[config.mk]
export PLATFORM = sky130hd
export DESIGN_NAME = i2c_master_bit_sequencer
export DESIGN_NICKNAME = d
export VERILOG_FILES = /design/src/design/i2cbs_pkg.sv /design/src/design/i2cbs_cfg.sv /design/src/design/i2cbs_seq.sv /design/src/design/i2c_master_bit_sequencer.sv
export SDC_FILE = /design/constraint.sdc
export NUM_CORES = 1
export LEC_CHECK = 0
export ABC_AREA = 0
export BUFFER_PORTS_ARGS = -buffer_cell sky130_fd_sc_hd__buf_4
export CAP_MARGIN = 25
export CORE_UTILIZATION = 45
export DETAILED_ROUTE_END_ITERATION = 8
export GPL_TIMING_DRIVEN = 0
export PLACE_DENSITY = 0.59
export SYNTH_ARGS = -nofsm -noshare
export SYNTH_HDL_FRONTEND = slang
export SYNTH_SLANG_ARGS = --single-unit
[constraint.sdc]
create_clock -name clk -period 5.1 [get_ports clk]
set_input_delay 0.255 -clock clk [delete_from_list [all_inputs] [get_ports clk]]
set_output_delay 0.255 -clock clk [all_outputs]
set_load 0.005 [all_outputs]
[src/design/i2cbs_pkg.sv]
// Shared types and constants of the I2C master bit sequencer.
package i2cbs_pkg;

	// Command codes carried by the cmd field.
	localparam logic [2:0] CMD_NONE  = 3'd0;
	localparam logic [2:0] CMD_START = 3'd1;
	localparam logic [2:0] CMD_STOP  = 3'd2;
	localparam logic [2:0] CMD_SEND  = 3'd3;
	localparam logic [2:0] CMD_WACK  = 3'd4;
	localparam logic [2:0] CMD_READ  = 3'd5;

	// Configuration register indexes.
	localparam logic [1:0] CFG_HALF_PERIOD = 2'd0;
	localparam logic [1:0] CFG_ACK_TIMEOUT = 2'd1;

	// Register reset values.
	localparam logic [15:0] HALF_PERIOD_RST = 16'd10;
	localparam logic [15:0] ACK_TIMEOUT_RST = 16'd5000;

	// Bits in one byte.
	localparam logic [3:0] BYTE_BITS = 4'd8;

	// One input item.
	typedef struct packed {
		logic [2:0] cmd;
		logic [7:0] tx_data;
		logic       send_ack;
		logic       sda_in;
	} i2cbs_item_t;

	// One result item.
	typedef struct packed {
		logic       scl_out;
		logic       sda_out;
		logic       sda_drive;
		logic       busy_res;
		logic       done_res;
		logic [7:0] read_data;
		logic       ack_ok;
		logic       timed_out;
	} i2cbs_res_t;

endpackage

[src/design/i2cbs_cfg.sv]
// Configuration registers with saturation to the counter range.
module i2cbs_cfg
	import i2cbs_pkg::*;
#(
	parameter int COUNT_WIDTH = 16
) (
	input  logic                   clk,
	input  logic                   arst_n,
	input  logic                   wr_en,
	input  logic [1:0]             wr_index,
	input  logic [15:0]            wr_data,
	output logic [COUNT_WIDTH-1:0] hold,
	output logic [COUNT_WIDTH-1:0] limit
);

	logic [15:0] half_q;
	logic [15:0] tmo_q;

	always_ff @(posedge clk or negedge arst_n) begin
		if (!arst_n) begin
			half_q <= HALF_PERIOD_RST;
			tmo_q  <= ACK_TIMEOUT_RST;
		end else if (wr_en) begin
			unique case (wr_index)
				CFG_HALF_PERIOD: half_q <= wr_data;
				CFG_ACK_TIMEOUT: tmo_q  <= wr_data;
				default: ;
			endcase
		end
	end

	// Values above the counter range clamp to the counter maximum.
	if (COUNT_WIDTH >= 16) begin : g_wide
		assign hold  = COUNT_WIDTH'(half_q);
		assign limit = COUNT_WIDTH'(tmo_q);
	end else begin : g_narrow
		assign hold  = (|half_q[15:COUNT_WIDTH]) ? '1 : half_q[COUNT_WIDTH-1:0];
		assign limit = (|tmo_q[15:COUNT_WIDTH]) ? '1 : tmo_q[COUNT_WIDTH-1:0];
	end

endmodule

[src/design/i2cbs_seq.sv]
// Line sequencer state and the per-tick next-state logic.
module i2cbs_seq
	import i2cbs_pkg::*;
#(
	parameter int COUNT_WIDTH = 16
) (
	input  logic                   clk,
	input  logic                   arst_n,
	input  logic                   step,
	input  i2cbs_item_t            item,
	input  logic [COUNT_WIDTH-1:0] hold,
	input  logic [COUNT_WIDTH-1:0] limit,
	output i2cbs_res_t             res
);

	typedef enum logic [4:0] {
		PH_IDLE,
		PH_ST0, PH_ST1, PH_ST2,
		PH_SP0, PH_SP1, PH_SP2,
		PH_TX0, PH_TX1, PH_TX2,
		PH_WA0, PH_WA1,
		PH_RD0, PH_RD1, PH_RD2,
		PH_AK0, PH_AK1, PH_AK2, PH_AK3, PH_AK4
	} phase_t;

	localparam logic [COUNT_WIDTH-1:0] CNT_MAX = '1;

	phase_t                 phase_q, phase_n;
	logic [COUNT_WIDTH-1:0] tick_q, tick_n;
	logic [3:0]             bit_q, bit_n;
	logic [7:0]             shift_q, shift_n;
	logic [COUNT_WIDTH-1:0] wait_q, wait_n;
	logic                   scl_q, scl_n;
	logic                   sda_q, sda_n;
	logic                   en_q, en_n;
	logic [1:0]             flags_q, flags_n;
	logic                   choice_q, choice_n;
	logic [7:0]             rdata_q, rdata_n;
	logic                   done_n;

	always_comb begin
		logic [COUNT_WIDTH-1:0] tick_inc;
		logic [3:0]             bit_inc;
		logic [7:0]             rd_shift;
		phase_n  = phase_q;
		tick_n   = tick_q;
		bit_n    = bit_q;
		shift_n  = shift_q;
		wait_n   = wait_q;
		scl_n    = scl_q;
		sda_n    = sda_q;
		en_n     = en_q;
		flags_n  = flags_q;
		choice_n = choice_q;
		rdata_n  = rdata_q;
		done_n   = 1'b0;
		tick_inc = (tick_q == CNT_MAX) ? tick_q : tick_q + 1'b1;
		bit_inc  = 4'(bit_q + 4'd1);
		rd_shift = {shift_q[6:0], item.sda_in};

		if (phase_q == PH_IDLE) begin
			unique case (item.cmd)
				CMD_START: begin
					en_n = 1'b1; sda_n = 1'b1; scl_n = 1'b1;
					phase_n = PH_ST0; tick_n = '0;
				end
				CMD_STOP: begin
					en_n = 1'b1; scl_n = 1'b0; sda_n = 1'b0;
					phase_n = PH_SP0; tick_n = '0;
				end
				CMD_SEND: begin
					bit_n = '0;
					scl_n = 1'b0; sda_n = item.tx_data[7];
					shift_n = {item.tx_data[6:0], 1'b0};
					en_n = 1'b1; phase_n = PH_TX0; tick_n = '0;
				end
				CMD_WACK: begin
					flags_n = 2'b00;
					en_n = 1'b0; sda_n = 1'b1; scl_n = 1'b1;
					wait_n = '0; phase_n = PH_WA0; tick_n = '0;
				end
				CMD_READ: begin
					choice_n = item.send_ack;
					shift_n = '0; bit_n = '0; en_n = 1'b0;
					phase_n = PH_RD0; tick_n = '0;
				end
				default: ;
			endcase
		end else if (phase_q == PH_WA1) begin
			// Polling for the acknowledge: one poll per tick, no hold.
			if (!item.sda_in) begin
				scl_n = 1'b0; flags_n = 2'b01;
				phase_n = PH_IDLE; tick_n = '0; done_n = 1'b1;
			end else if (wait_q >= limit) begin
				flags_n = 2'b10;
				en_n = 1'b1; scl_n = 1'b0; sda_n = 1'b0;
				phase_n = PH_SP0; tick_n = '0;
			end else begin
				wait_n = wait_q + 1'b1;
			end
		end else begin
			tick_n = tick_inc;
			if (tick_inc >= hold) begin
				tick_n = '0;
				unique case (phase_q)
					PH_ST0: begin sda_n = 1'b0; phase_n = PH_ST1; end
					PH_ST1: begin scl_n = 1'b0; phase_n = PH_ST2; end
					PH_SP0: begin scl_n = 1'b1; phase_n = PH_SP1; end
					PH_SP1: begin sda_n = 1'b1; phase_n = PH_SP2; end
					PH_TX0: begin scl_n = 1'b1; phase_n = PH_TX1; end
					PH_TX1: begin scl_n = 1'b0; phase_n = PH_TX2; end
					PH_TX2: begin
						bit_n = bit_inc;
						if (bit_inc >= BYTE_BITS) begin
							phase_n = PH_IDLE; done_n = 1'b1;
						end else begin
							scl_n = 1'b0; sda_n = shift_q[7];
							shift_n = {shift_q[6:0], 1'b0};
							en_n = 1'b1; phase_n = PH_TX0;
						end
					end
					PH_WA0: begin wait_n = '0; phase_n = PH_WA1; end
					PH_RD0: begin scl_n = 1'b0; phase_n = PH_RD1; end
					PH_RD1: begin scl_n = 1'b1; phase_n = PH_RD2; end
					PH_RD2: begin
						shift_n = rd_shift;
						bit_n = bit_inc;
						if (bit_inc >= BYTE_BITS) begin
							rdata_n = rd_shift; en_n = 1'b1; phase_n = PH_AK0;
						end else begin
							scl_n = 1'b0; phase_n = PH_RD1;
						end
					end
					PH_AK0: begin scl_n = 1'b0; phase_n = PH_AK1; end
					PH_AK1: begin sda_n = !choice_q; phase_n = PH_AK2; end
					PH_AK2: begin scl_n = 1'b1; phase_n = PH_AK3; end
					PH_AK3: begin scl_n = 1'b0; phase_n = PH_AK4; end
					default: begin phase_n = PH_IDLE; done_n = 1'b1; end
				endcase
			end
		end
	end

	always_ff @(posedge clk or negedge arst_n) begin
		if (!arst_n) begin
			phase_q  <= PH_IDLE;
			tick_q   <= '0;
			bit_q    <= '0;
			shift_q  <= '0;
			wait_q   <= '0;
			scl_q    <= 1'b1;
			sda_q    <= 1'b1;
			en_q     <= 1'b1;
			flags_q  <= 2'b00;
			choice_q <= 1'b0;
			rdata_q  <= '0;
		end else if (step) begin
			phase_q  <= phase_n;
			tick_q   <= tick_n;
			bit_q    <= bit_n;
			shift_q  <= shift_n;
			wait_q   <= wait_n;
			scl_q    <= scl_n;
			sda_q    <= sda_n;
			en_q     <= en_n;
			flags_q  <= flags_n;
			choice_q <= choice_n;
			rdata_q  <= rdata_n;
		end
	end

	assign res.scl_out   = scl_n;
	assign res.sda_out   = sda_n;
	assign res.sda_drive = en_n;
	assign res.busy_res  = (phase_n != PH_IDLE);
	assign res.done_res  = done_n;
	assign res.read_data = rdata_n;
	assign res.ack_ok    = flags_n[0];
	assign res.timed_out = flags_n[1];

endmodule

[src/design/i2c_master_bit_sequencer.sv]
// Top level of the I2C master bit sequencer: input stage, sequencer, result stage.
//
//  channel | direction | handshake          | payload
//  --------+-----------+--------------------+------------------------------------------
//  in      | in        | in_valid/in_ready  | cmd, tx_data, send_ack, sda_in
//  out     | out       | out_valid/out_ready| scl_out, sda_out, sda_drive, busy_res,
//          |           |                    | done_res, read_data, ack_ok, timed_out
//  cfg     | in        | cfg_valid/cfg_ready| cfg_index, cfg_data
//
// Every input transaction is one line tick and yields exactly one output transaction.
// Throughput is one transaction per cycle while out_ready is high; a transaction passes
// through the input register and then the result register, around the combinational next-state logic.
// Reset returns the lines to released (SCL and SDA high, SDA driven) and the
// configuration to a hold of 10 ticks and an acknowledge limit of 5000 ticks.
// When out_ready is low the result stays in its register, and one more input
// transaction is still taken into the input register before in_ready drops.
module i2c_master_bit_sequencer
	import i2cbs_pkg::*;
#(
	parameter int COUNT_WIDTH = 16
) (
	input  logic        clk,
	input  logic        arst_n,
	// Tick input channel.
	input  logic        in_valid,
	output logic        in_ready,
	input  logic [2:0]  cmd,
	input  logic [7:0]  tx_data,
	input  logic        send_ack,
	input  logic        sda_in,
	// Result channel.
	output logic        out_valid,
	input  logic        out_ready,
	output logic        scl_out,
	output logic        sda_out,
	output logic        sda_drive,
	output logic        busy_res,
	output logic        done_res,
	output logic [7:0]  read_data,
	output logic        ack_ok,
	output logic        timed_out,
	// Configuration write channel.
	input  logic        cfg_valid,
	output logic        cfg_ready,
	input  logic [1:0]  cfg_index,
	input  logic [15:0] cfg_data
);

	logic                   valid_s1;
	i2cbs_item_t            item_s1;
	logic                   valid_s2;
	i2cbs_res_t             res_s2;
	i2cbs_res_t             res;
	logic                   advance;
	logic [COUNT_WIDTH-1:0] hold;
	logic [COUNT_WIDTH-1:0] limit;

	// The held tick moves into the sequencer whenever the result register is
	// free or is being emptied in this cycle.
	assign advance  = valid_s1 && (!valid_s2 || out_ready);
	assign in_ready = !valid_s1 || advance;

	// Register writes are always taken at once.
	assign cfg_ready = 1'b1;

	always_ff @(posedge clk or negedge arst_n) begin
		if (!arst_n) begin
			valid_s1 <= 1'b0;
		end else if (in_ready) begin
			valid_s1 <= in_valid;
		end
	end

	always_ff @(posedge clk) begin
		if (in_valid && in_ready) begin
			item_s1 <= '{cmd: cmd, tx_data: tx_data, send_ack: send_ack, sda_in: sda_in};
		end
	end

	i2cbs_cfg #(
		.COUNT_WIDTH(COUNT_WIDTH)
	) u_cfg (
		.clk      (clk),
		.arst_n   (arst_n),
		.wr_en    (cfg_valid),
		.wr_index (cfg_index),
		.wr_data  (cfg_data),
		.hold     (hold),
		.limit    (limit)
	);

	i2cbs_seq #(
		.COUNT_WIDTH(COUNT_WIDTH)
	) u_seq (
		.clk    (clk),
		.arst_n (arst_n),
		.step   (advance),
		.item   (item_s1),
		.hold   (hold),
		.limit  (limit),
		.res    (res)
	);

	// Result register: loaded by each sequencer step, emptied by out_ready.
	always_ff @(posedge clk or negedge arst_n) begin
		if (!arst_n) begin
			valid_s2 <= 1'b0;
		end else if (advance) begin
			valid_s2 <= 1'b1;
		end else if (out_ready) begin
			valid_s2 <= 1'b0;
		end
	end

	always_ff @(posedge clk) begin
		if (advance) begin
			res_s2 <= res;
		end
	end

	assign out_valid = valid_s2;
	assign scl_out   = res_s2.scl_out;
	assign sda_out   = res_s2.sda_out;
	assign sda_drive = res_s2.sda_drive;
	assign busy_res  = res_s2.busy_res;
	assign done_res  = res_s2.done_res;
	assign read_data = res_s2.read_data;
	assign ack_ok    = res_s2.ack_ok;
	assign timed_out = res_s2.timed_out;

endmodule

# After elaboration in Yosys (flattened, before gate mapping)

Index checks and enable logic that the tools add are counted.

Register bits after elaboration: 125
Output and inout port bits: 18
Word-level logic and storage cells: 174

$add $sub $neg: 3
Order comparisons: 3
Equal/unequal tests: 32
Multiplexer cells: 76
Reductions and logical operators: 33

Operators by type and width:

| cell                  | number |
|---|---|
| $mux 16               | 14 |
| $pmux 5 s15           | 1 |
| $mux 8                | 9 |
| $eq 5x4->1 const B    | 8 |
| $add 16x1->16 const B | 2 |
| $ge 16x16->1          | 2 |
| $pmux 8 s2            | 2 |
| $mux 1                | 25 |
| $mux 5                | 5 |
| $pmux 5 s5            | 1 |
| $mux 4                | 5 |
| $eq 16x16->1 const B  | 1 |
| $eq 5x3->1 const B    | 3 |
| $eq 5x5->1 const B    | 3 |
| $reduce_or 14->1      | 1 |
| $mux 2                | 6 |
| $reduce_and 6->1      | 2 |
| $reduce_or 2->1       | 5 |
| $reduce_or 5->1       | 2 |
| $ne 3x2->1 const B    | 3 |
| $reduce_bool 3->1     | 3 |
| $pmux 1 s2            | 4 |
| $eq 3x2->1 const B    | 2 |
| $eq 3x3->1 const B    | 2 |
| 25 further kinds      | 36 |

# Depth between registers and ports, before layout

Depth after elaboration: 8
Gate-level depth with buffers: 17
Depth with buffers taken out: 14

# Modules after synthesis

A second synthesis with hierarchy kept.

Cell total of the unflattened synthesis: 748
Area total of the unflattened synthesis: 7,309.5 um^2

By module, submodules not included:

| module                   | instances | cells an instance | area an instance (um^2) |
|---|---|---|---|
| i2cbs_seq                | 1         | 642               | 5,132.4 |
| i2cbs_cfg                | 1         | 68                | 1,221.2 |
| i2c_master_bit_sequencer | 1         | 38                | 955.9 |

# Worst setup path before layout

OpenSTA, ideal clock, no wires.

Kind: reg-to-reg
Start: reg u_seq.tick_q[3]
End: reg res_s2, in the netlist read_data[0] (data pin)
Setup time: 0.260 ns
Data arrival time: 3.772 ns
Required time: 4.840 ns
Setup slack: 1.068 ns
Stages on the path, launching flop included: 16
Buffers on the path: 2
Path through: dfrtp_1 > buf_2 > and4_1 > nand4_1 > nor3_1 > nor2_1 > nand3_1 > xnor2_1 > ha_1 > nand2_1 > nor3_1 > o311ai_2 > and3_1 > clkbuf_1 > nor2_1 > mux2_2

RTL lines:

| element                | RTL line                        | RTL |
|---|---|---|
| start, declared        | i2cbs_seq.sv:29                 | `logic [COUNT_WIDTH-1:0] tick_q, tick_n;` |
| start signal, assigned | i2cbs_seq.sv:159                | `tick_q <= tick_n;` |
| end signal, assigned   | i2c_master_bit_sequencer.sv:117 | `res_s2 <= res;` |
| end, declared          | i2c_master_bit_sequencer.sv:52  | `i2cbs_res_t res_s2;` |

==> flow_summary.ini <==
[placed_design]
place.port_buffers = 52
place.gp.congestion = 0.882
hpwl_um = 13800

[global_routing]
grt_max_degree = 55
grt_usage_pct = 24.1
grt.busiest_layer = met2
grt.met3_usage_pct = 5.62
overflow = 0
use_met1_pct = 32.3
met2_usage_pct = 38.1
grt_pass1_vias = 6089
antenna_found_initial = 0
grt_pass1_wl_um = 30900

[detailed_routing]
ant_nets = 0
route.detailed.wl_per_inst_um = 17.7
drtPass1Iterations = 5
via_per_inst = 5.79
drt_iter0_drc = 360
drc = 0
wl_um = 18900
num_vias = 6168

[synthesis]
async_flop_share_pct = 77.6
synth-seq-area-share_pct = 45.1
ys.warnings.count = 0
ys_seq_elements = 125
synth_nets = 823
synth_edf_count = 28
ys_types = 73
synthCells = 752
syn_avg_cell_area_sq_um = 9.68
netlist_area_sq_um = 7280
synthFlopType = dfrtp_1

[sta]
maxSlewViolCount = 0
max_slew_margin_pct = 41.0
max_freq_ghz = 0.213
tns_ns = 0
fin_crit_ns = 4.71
timing.final.hold_violations = 0
period_share_pct = 92.3
hold_slack_ns = 0.0200
worst_pin_slew_ns = 0.880
setup_viol = 0
rsz0062_at_grt = no
fin_skew_ns = 0.00904

[floorplan]
rows = 46
die_w_um = 129
fp.dieH_um = 129
boundaryPins = 54
dieArea_sq_um = 16700
core_area_sq_um = 15800
start_util_pct = 46.0

[setup_path]
arrival_ns = 4.85
cp_data_required_time_ns = 5.25
critical-path-top-delay-family = simple AND/OR/NAND/NOR gates
worstRegToRegCells = 16
slowest_stage = or3_1
reg2reg_to = busy_res
worst-path-buf-inv = 2
slowest_delay_ns = 0.47
r2r_slack_ns = 0.39
critPathMaxFanout = 10
critPathKind = reg2reg
start_kind = register
path_cells = buf_2 > and4_1 > nand4_1 > nor3_2 > nor2_1 > nand3_1 > xnor2_1 > ha_1 > nand2_1 > nor3_1 > o311ai_2 > and3_1 > clkbuf_1 > or3_1 > a311oi_1 > nand4_1
cpMostUsedCell = nand4_1
r2r-start = u_seq.tick_q[3]
end_kind = register

[power_and_ir_drop]
leakage_uw = 0.00380
finalPower_uw = 2920
ir_worst_vdd_mv = 0.232
power_density_nw_per_um2 = 335

[layout]
utilization_pct = 55.0
register_area_sq_um = 3280
nFillCells = 1427
num_antenna_cells = 0
layout_commonest_cell = dfrtp_1
nets = 908
drive_gt1_share_pct = 19.6
multiInputGateArea_sq_um = 3680
final_cell_mix = 87 x dfrtp_1, 83 x nand2_1, 56 x a21oi_1
syn2layout_area_growth_pct = 19.6

[min_path]
min_to = item_s1[2]
hp-class = in2reg
min_from = tx_data[0]
hold-path-cell-count = 1

[status]
outcome = finished, final reports clean

[clock_network]
clock_sinks = 125
cts_tree = done
clk_pin_slew_ns = 0.06
cts_setup_buffers = 0
cts_buffers = 17
clock_path_buffers = 2
htree_num_levels = 4
root_buffer = clkbuf_16
insertion_delay_ns = 0.42

[run]
cap_violations = 0
synth_stat cells (12+ instances only):
cell	instances	share of area, %
clkbuf_1	30	1.5
a21oi_1	56	3.9
nand3_1	24	1.7
and3_1	12	1.0
nor2_1	36	1.9
inv_1	38	2.0
o31ai_1	24	2.5
nor3_1	14	0.96
edfxtp_1	28	12
mux2_2	42	6.5
ha_1	35	6.0
or4_1	12	1.2
dfrtp_1	87	30
o21ai_0	55	3.8
nand2_1	83	4.3
worst max-delay path by stage:
stage | from | end | slack (ns) | cells after the start
floorplan | u_seq.tick_q[3] | read_data[0] | 1.07 | 15
global placement | u_seq.tick_q[3] | read_data[2] | 0.18 | 15
detailed placement | u_seq.tick_q[3] | read_data[6] | 0.08 | 15
CTS | u_seq.tick_q[3] | read_data[6] | 0.06 | 15
global route | u_seq.tick_q[3] | busy_res | 0.09 | 16
finish | u_seq.tick_q[3] | busy_res | 0.39 | 16
state kept, by name, summed over array words and instances (netlist names), 2 cells and up:
| name | count |
|---|---|
| u_cfg.hold | 16 |
| u_cfg.limit | 16 |
| u_seq.tick_q | 16 |
| u_seq.wait_q | 16 |
| item_s1 | 13 |
| read_data | 8 |
| u_seq.rdata_q | 8 |
| u_seq.shift_q | 8 |
| u_seq.phase_q | 5 |
| u_seq.bit_q | 4 |
| u_seq.flags_q | 2 |
worst register-to-register path, cell delays in order (launching register included):
cell	delay [ns]
dfrtp_1	0.31
buf_2	0.19
and4_1	0.29
nand4_1	0.19
nor3_2	0.43
nor2_1	0.27
nand3_1	0.21
xnor2_1	0.09
ha_1	0.30
nand2_1	0.07
nor3_1	0.33
o311ai_2	0.27
and3_1	0.25
clkbuf_1	0.25
or3_1	0.47
a311oi_1	0.35
nand4_1	0.15
through the flow:
step | setup WS (ns) | cells | cell area, sq um
6_report | 0.395 | 1066 | 8700
5_1_grt | 0.0869 | 1066 | 8700
4_1_cts | 0.0565 | 1064 | 8680
3_5_place_dp | 0.0760 | 1021 | 7970
3_3_place_gp | 0.184 | 1020 | 7940
2_1_floorplan | 1.07 | 752 | 7280
what timing repair did:
item	in CTS	in global routing
resized for setup	0	2
hold buffers	11	1
endpoints found under the hold margin	51	1
setup endpoints to repair	0	17
cell families after synthesis:
| group | Yosys count | synth area share, % |
|---|---|---|
| AO/OA/AOI/OAI | 206 | 18.1 |
| other | 1 | 0.0515 |
| buffers and inverters | 79 | 4.45 |
| AND/OR/NAND/NOR | 248 | 17.8 |
| multiplexers | 43 | 6.64 |
| flip-flops | 125 | 45.1 |
| XOR/XNOR | 15 | 1.81 |
| adder cells (fa/ha/maj) | 35 | 6.02 |
power breakdown:
part / internal (uW) / switching, uW
registers: 1120 / 53.1
clock network: 733 / 507
logic: 208 / 297
final cells by class:
type	instances	area share, %
plain buffers	40	2.04
clock buffers	19	5.33
clock inverters	13	1.64
inverters	39	1.68
multi-input cells	548	42.3
flip-flops and latches	125	37.7
well taps	216	3.10
repair buffers	66	6.24
per-layer routing:
metal | wire [um] | part of all wire, % | vias to the layer above
li1 | - | - | 2929
met4 | 377 | 2.0 | 0
met5 | 0 | 0 | -
met3 | 1010 | 5.4 | 30
met2 | 8840 | 47 | 207
met1 | 8660 | 46 | 3002
Note: power is estimated with default switching activity, not from simulation.
